`config.mk`:
```
export PLATFORM = sky130hd
export DESIGN_NAME = fdos_out_reg
export DESIGN_NICKNAME = d
export VERILOG_FILES = /design/src/sv/fdos_out_reg.sv
export SDC_FILE = /design/constraint.sdc
export NUM_CORES = 1
export LEC_CHECK = 0
export ABC_CLOCK_PERIOD_IN_PS = 800
export BUFFER_PORTS_ARGS = -buffer_cell sky130_fd_sc_hd__buf_4
export CORE_AREA = 2 2 39 41
export DETAILED_ROUTE_END_ITERATION = 12
export DIE_AREA = 0 0 41 43
export PLACE_DENSITY_LB_ADDON = 0.3
export SETUP_SLACK_MARGIN = 0.02
export SYNTH_ARGS = -nofsm -noshare
export SYNTH_HDL_FRONTEND = slang
export SYNTH_SLANG_ARGS = --single-unit
```
`constraint.sdc`:
```
create_clock -name clk_i -period 0.8 [get_ports clk_i]
set_input_delay 0.04 -clock clk_i [delete_from_list [all_inputs] [get_ports clk_i]]
set_output_delay 0.04 -clock clk_i [all_outputs]
set_load 0.03 [all_outputs]
```
`src/sv/fdos_out_reg.sv`:
```
// Output register stage: holds one finished result until the sink takes it.
`timescale 1ns / 1ps
module fdos_out_reg #(
  parameter int unsigned DW = 8,
  parameter int unsigned UW = 2
) (
  input  logic          clk_i,
  input  logic          rst_ni,
  input  logic          valid_i,
  output logic          ready_o,
  input  logic [DW-1:0] data_i,
  input  logic [UW-1:0] user_i,
  output logic          valid_o,
  input  logic          ready_i,
  output logic [DW-1:0] data_o,
  output logic [UW-1:0] user_o
);

  logic          valid_q;
  logic [DW-1:0] data_q;
  logic [UW-1:0] user_q;

  assign ready_o = !valid_q || ready_i;

  always_ff @(posedge clk_i or negedge rst_ni) begin
    if (!rst_ni) begin
      valid_q <= 1'b0;
    end else if (ready_o) begin
      valid_q <= valid_i;
    end
  end

  always_ff @(posedge clk_i) begin
    if (valid_i && ready_o) begin
      data_q <= data_i;
      user_q <= user_i;
    end
  end

  assign valid_o = valid_q;
  assign data_o  = data_q;
  assign user_o  = user_q;

endmodule

```
==> After elaboration in Yosys (flattened, before gate mapping) <==
Index checks and enable logic that the tools add are counted.
{ "word_totals": {"register_bits": 11, "inputBits": 14, "out_inout_bits": 12, "word_cells": 6} }
{ "op_classes": {"reduce_logical": 3} }
{ "ops": {"columns": ["operator", "count"], "rows": [
  ["1-bit logical AND", 1],
  ["1-bit logical NOT", 1],
  ["1-bit logical OR", 1]
]} }

==> Longest topological paths before layout <==
Gate-level depths: netlist (run 1).
{ "depth": {"depth_word": 3, "depth_mapped": 2, "mapped_depth_nobuf": 2} }

==> Worst setup path before layout (run 1) <==
Ideal clock, no wire load.
{ "synth_timing": {"kind": "register to register", "start": "register valid_q, in the netlist valid_o", "end": "register data_q[0], in the netlist data_o[0], enable pin", "setup_time_ps": 303, "t_arrival_ps": 894, "t_required_ps": 497, "path_slack_ps": -397, "stages_incl_launch_ff": 3, "synth_period_minus_slack_ps": 1197, "cell_sequence": "dfrtp_1 -> nand2b_4 -> and2_4"} }
{ "synth_via": {"elab_chain_len": 3} }
{ "synth_rtl": {"columns": ["element", "line", "rtl"], "rows": [
  ["from (decl)", "19", "logic valid_q;"],
  ["from (signal assigned)", "29", "valid_q <= valid_i;"],
  ["1-bit logical NOT", "23", "assign ready_o = !valid_q || ready_i;"],
  ["1-bit logical OR", "23", null],
  ["via ready_o", "10", "output logic ready_o,"],
  ["1-bit logical AND", "34", "if (valid_i && ready_o) begin"],
  ["to (signal assigned)", "35", "data_q <= data_i;"],
  ["to (decl)", "20", "logic [DW-1:0] data_q;"]
]} }
The timed path passes the listed nets, and every way through them passes these cells.
A chain may end at the register's enable or synchronous reset.

==> Final worst setup path (run 1) <==
{ "layout_timing": {"start": "register valid_q, in the netlist valid_o", "end": "register data_q[2], in the netlist data_o[2], enable pin"} }
{ "layout_via": {"elab_chain_len": 3} }
{ "layout_rtl": {"columns": ["element", "line"], "rows": [
  ["1-bit logical NOT", "23"],
  ["1-bit logical OR", "23"],
  ["1-bit logical AND", "34"]
]} }
Every way passes these cells.

==> results of run 1 <==
==> cell usage after synthesis <==
master    instances
edfxtp_1         10
and2_4            1
dfrtp_1           1
nand2b_1          1
nand2b_4          1
==> layer usage <==
| metal | vias up | track usage | wire (um) | part of all wire |
|---|---|---|---|---|
| li1 | 137 | - | - | - |
| met1 | 136 | 0.102 | 243 | 0.32 |
| met2 | 16 | 0.181 | 452 | 0.59 |
| met3 | 0 | 0.0524 | 64 | 0.084 |
| met4 | 0 | 0.0600 | 0 | 0 |
| met5 | - | 0 | 0 | 0 |
==> where the power goes <==
part | leakage [nW] | total, W | switching [W] | internal, W
logic | 0.206 | 0.000269 | 0.000116 | 0.000153
registers | 0.105 | 0.000682 | 0.0000157 | 0.000667
clock network | 0.0150 | 0.000359 | 0.000167 | 0.000192
total | 0.326 | 0.00131 | 0.000299 | 0.00101
==> sequential cells by signal, summed over array words and instances (netlist names) <==
register and cells:
valid_o 1, data_o 8, user_o 2
==> logic make-up (layout without fill, tap and decap cells) <==
logic type	count (synthesis)	in the layout
flops	11	11
simple gates	3	3
buf+inv	0	42
==> worst reg2reg max path: cells and delay by family (launching register included) <==
kind / cells / cell delay (ns)
flops: 1 / 0.42
simple gates: 2 / 0.30
==> metrics by stage <==
| stage | cell area [um2] | setup WS (ns) | setup TNS, ns | hold slack (ns) |
|---|---|---|---|---|
| after floorplan | 355 | -0.340 | -3.41 | -0.256 |
| after global placement | 571 | -0.188 | -1.88 | -0.185 |
| after detailed placement | 571 | -0.200 | -2.00 | -0.182 |
| after CTS | 762 | -0.219 | -2.97 | 0.0711 |
| after global routing | 762 | -0.251 | -3.59 | 0.0728 |
| final | 762 | -0.206 | -2.67 | 0.0811 |
==> how the worst max path moves through the flow <==
stage                     slack [ns]                   to
after CTS                      -0.22              ready_o
final                          -0.21  data_o[2]$_DFFE_PP_
after global routing           -0.25              ready_o
after global placement         -0.19  user_o[0]$_DFFE_PP_
after detailed placement       -0.20  data_o[1]$_DFFE_PP_
after floorplan                -0.34  data_o[0]$_DFFE_PP_
==> repair_timing <==
action / in CTS / in global routing
gates resized for setup: 12 / 0
endpoints found under the setup margin: 22 / 22
gates cloned: 0 / 0
hold buffers: 12 / 0
hold endpoints to repair: 12 / 0
==> final cells by class <==
cell class | instances | area [um2] | share of cell area
clock buffer | 4 | 26.3 | 0.0345
multi-input combinational | 3 | 28.8 | 0.0378
sequential | 11 | 327 | 0.429
tap | 16 | 20.0 | 0.0263
timing repair buffer | 38 | 360 | 0.473
==> results.md, run 1 <==
- Pwr dens: 1720 nW/um2
- Outcome: finished, violations left
- Final std cells w/o fill: just over 70
- GRT Total Usage: 0.109
- Setup crit start: valid_o$_DFFE_PN0P_
- Worst Reg-to-Reg Cells: 2
- Max stage delay on crit path: 0.42 ns
- Post-route clock period utilization: 1.26
- Core Area: 1380 um2
- Worst slew margin: 0.907
- Synth area leader: edfxtp_1
- Multiplexer share of the synthesized area: 0
- Ports: 26
- CTS Buffer Depth: 2
- DR vias: 289
- Power, Total: between 0.001 and 0.0015 W
- Worst path depth: 2
- Setup ws final: -0.206 ns
- Fillers: 116
- Final wirelength: 760 um
- DRC Markers: 0
- WS Path Type: register to register
- Starting Density: 0.256
- Die Span X: 41 um
- FP Rows: 14
- Final ANT Viol Nets: 0
- Final min period: approximately 1.0 ns
- Fraction of the mapped netlist area in simple logic gates: 0.0813
- 1st-iter DRT viols: 0
- Most common cell after layout, fill and taps aside: buf_4
- Yosys synthesis warning count: 0
- PortBufs: 25
- Pleak: roughly 0.33 nW
- Reg clk slew, reported paths: about 0.060 ns
- CTS H-tree depth: 1
- Vias per cell: approximately 4
- Worst vdd ir: 851 uV
- Critical Path Source Type: register
- Yosys top cell area share: 0.848
- Routability congestion estimate: 0.563
- Num CTS Buffers: 3
- Count of cell types in the netlist: 5
- N_diodes: 0
- Die Ht: 43 um
- Post-Synth XOR/XNOR Area: 0
- Final hold violation count: 0
- Grt total ovfl: 0
- Yosys reg bits: 11
- Buffer count from post-CTS setup fixing: 0
- Root Buffer: clkbuf_4
- Register area share after synthesis: 0.919
- CP Data Required Time: just under 0.8 ns
- Share of cells above drive strength 1: 0.571
- Top cells by area, synth: edfxtp_1, dfrtp_1, nand2b_4
- CP delay by family, top: flip-flops
- CTS tree: yes
- Layout Skew: 0.000648 ns
- Main combinational cell family by area after synthesis: simple AND/OR/NAND/NOR gates
- WL/cell: roughly 11 um
- Compound-gate portion of the synthesized area: 0
- Final Slew Violations: 0
- Vias in the first global route: between 200 and 300
- FF-to-FF setup slack: -0.21 ns
- Worst hold path class: input pin to async pin
- CP max FO: 10
- Clk_lat worst skew: 0.26 ns
- Crit path cell chain: nand2b_4, and2_4
- Endpoint type of the worst setup path: register
- First-pass GRT wire length: between 1000 and 1500 um
- Post-Synth Adder-Cell Area: 0
- Nets: 71
- Gate Count Post-Synth: 14
- RR Endpoint: data_o[2]$_DFFE_PP_
- Worst-Margin Slew: 0.140 ns
- Critical Path AT: slightly below 1 ns
- Failing checks: negative setup slack
- First drt pass iteration count: 1
- Placed instance count: 56
- Avg Cell Area, Syn: 25.3 um2
- Worst path buffer plus inverter count: 0
- Area Growth Syn to Fin: 115%
- Max Cap Viol: 0
- Largest net degree at the start of global routing: 11
- Most frequent cells in the layout: buf_4, dlygate4sd3_1, buf_6, edfxtp_1, clkbuf_4
- CP max-delay cell: dfrtp_2
- RSZ-0062 raised after global routing: true
- Layout Utilization: 0.551
- Worst R2R Start: valid_o$_DFFE_PN0P_
- Finish-stage setup viols: 22
- Synth Net Count: 28
- FMAX: a little under 1 GHz
- Initial antenna violation count: 0
- Die footprint: 1760 um2
- Clock sink count: 11
- Post-synthesis cell area: around 350 um2
Note: power is estimated with default switching activity, not from simulation.
==> run 2: changes to the inputs <==
CELL_PAD_IN_SITES_DETAIL_PLACEMENT = 1   (was unset)
CELL_PAD_IN_SITES_GLOBAL_PLACEMENT = 1   (was unset)
CORE_AREA = unset   (was 2 2 39 41)
CORE_MARGIN = 2   (was unset)
CORE_UTILIZATION = 25   (was unset)
DIE_AREA = unset   (was 0 0 41 43)
MAX_ROUTING_LAYER = met4   (was unset)
==> run 2 against run 1 <==
Effect of this change: sequential power about the same; the flow still finishes with violations (negative setup slack); setup slack lost 0.018 ns; utilization is 3.5 points higher; sequential cell count stayed put; critical path depth rose by 1; die area down 1.7%; fmax down 1.8%; cell area up 1.3%; critical path type is now register to output pin.
==> results.md, run 2 (synthesis gave the netlist of run 1 again) <==
- CTS H-tree depth: 1 (unchanged)
- Num CTS Buffers: 3 (unchanged)
- Final std cells w/o fill: 72 (unchanged)
- FP Rows: 13 (-1)
- FMAX: 0.976 GHz (-1.8%)
- Worst vdd ir: 794 uV (-6.7%)
- CP max FO: 2 (-8)
- Initial antenna violation count: 0 (unchanged)
- Critical Path Source Type: register
- Die footprint: 1730 um2 (-1.7%)
- CTS Buffer Depth: 2 (unchanged)
- WS Path Type: register to output pin
- First drt pass iteration count: 2 (+1)
- 1st-iter DRT viols: 1 (+1)
- Die Span X: 41.6 um (+1.5%)
- Reg clk slew, reported paths: 0.07 ns (about the same)
- Post-route clock period utilization: 1.28 (+0.0231)
- Vias in the first global route: 322 (+16%)
- First-pass GRT wire length: 1450 um (+22%)
- Worst-Margin Slew: 0.141 ns (+0.00104 ns)
- Critical Path AT: 0.98 ns (about the same)
- Outcome: finished, violations left
- Design area: 772 um2 (+1.3%)
- Final hold violation count: 0 (unchanged)
- Max FFs per register: 8 (unchanged)
- Most common cell after layout, fill and taps aside: buf_4
- Endpoint type of the worst setup path: output pin
- Final min period: 1.02 ns (+0.0184 ns)
- RSZ-0062 raised after global routing: true
- Ports: 26 (unchanged)
- Nets: 72 (+1.4%)
- Area Growth Syn to Fin: 118%
- Vias per cell: 4.13 (+2.8%)
- Routability congestion estimate: 0.591 (+5.0%)
- Failing checks: negative setup slack
- Clock sink count: 11 (unchanged)
- Die Ht: 41.6 um (-3.2%)
- Placed instance count: 55 (-1.8%)
- Share of cells above drive strength 1: 0.579 (+0.00752)
- Max Cap Viol: 0 (unchanged)
- DP Area: 569 um2 (-0.22%)
- CTS tree: yes
- CP Data Required Time: 0.76 ns (about the same)
- Setup ws final: -0.224 ns (-0.0184 ns)
- Pwr dens: 1740 nW/um2 (+1.2%)
- Largest net degree at the start of global routing: 11 (unchanged)
- Clk_lat worst skew: 0.26 ns (about the same)
- DRC Markers: 0 (unchanged)
- Grt total ovfl: 0 (unchanged)
- WL/cell: 12.7 um (+21%)
- Final ANT Viol Nets: 0 (unchanged)
- GRT Total Usage: 0.123 (+0.0136)
- Core Area: 1320 um2 (-4.8%)
- Pleak: 0.332 nW (+1.8%)
- PortBufs: 25 (unchanged)
- DR vias: 297 (+2.8%)
- Dpl hpwl: 639 um
- Root Buffer: clkbuf_4
- Final Slew Violations: 0 (unchanged)
- Finish-stage setup viols: 22 (unchanged)
- Worst slew margin: 0.906 (about the same)
- Most frequent cells in the layout: buf_4, buf_6, dlygate4sd3_1, edfxtp_1, clkbuf_4
- N_diodes: 0 (unchanged)
- Layout Skew: 0.00363 ns (+0.00298 ns)
- Layout Utilization: 0.586 (+0.0353)
- Worst hold path class: input pin to async pin
- Final wirelength: 917 um (+21%)
- Starting Density: 0.269 (+0.0129)
[run 2: cell types whose count changed in the layout (fill, tap and decap cells not counted)]
cell   before  now
buf_6      12   13
[run 2: final cells by class]
| class | count | area, um2 |
|---|---|---|
| fill | 123 | 546 |
| clock buffer | 4 | 26.3 |
| multi-input combinational | 3 | 28.8 |
| timing repair buffer | 39 | 372 |
| sequential | 11 | 327 |
| tap | 15 | 18.8 |
[run 2: repair_timing]
action	CTS	global route
gates resized for setup	13	0
setup endpoints to repair	22	23
endpoints found under the hold margin	12	0
hold buffers	12	0
buffers inserted	1	0
[run 2: final timing paths]
kind	from	endpoint	slack [ns]	cells after the start
setup / recovery	valid_o$_DFFE_PN0P_	ready_o	-0.22	3
hold / removal	rst_ni	valid_o$_DFFE_PN0P_	0.12	2
setup reg to reg	valid_o$_DFFE_PN0P_	data_o[7]$_DFFE_PP_	-0.22	2
hold reg to reg	valid_o$_DFFE_PN0P_	valid_o$_DFFE_PN0P_	0.65	3
max in group asynchronous	rst_ni	valid_o$_DFFE_PN0P_	0.58	2
min in group clk_i	ready_i	valid_o$_DFFE_PN0P_	0.13	4
[run 2: per-stage QoR]
step / TNS, ns / setup WS (ns) / hold WS [ns] / total power (W)
after floorplan: -3.41 / -0.340 / -0.256 / 0.000783
after global placement: -1.84 / -0.185 / -0.185 / 0.000886
after detailed placement: -2.02 / -0.203 / -0.183 / 0.000895
after CTS: -3.11 / -0.221 / 0.0829 / 0.00135
after global routing: -4.01 / -0.277 / 0.0864 / 0.00142
final: -3.06 / -0.224 / 0.125 / 0.00134
[run 2: where the power goes]
part,leakage (nW),internal (W),switching [W]
combinational,0.212,0.000159,0.000119
clock,0.0150,0.000193,0.000190
sequential,0.105,0.000666,0.0000169
[run 2: metal layers]
layer,GRT usage,up-vias,routed length [um]
met2,0.238,14,584
met4,0.0581,0,4
met1,0.110,141,279
met3,0.0261,2,49
li1,-,140,-
met5,-,-,0
[run 2: worst max-delay path, stage by stage, from the launching register on]
cell      delay (ns)
dfrtp_2         0.43
nand2b_4        0.08
buf_6           0.09
buf_6           0.12
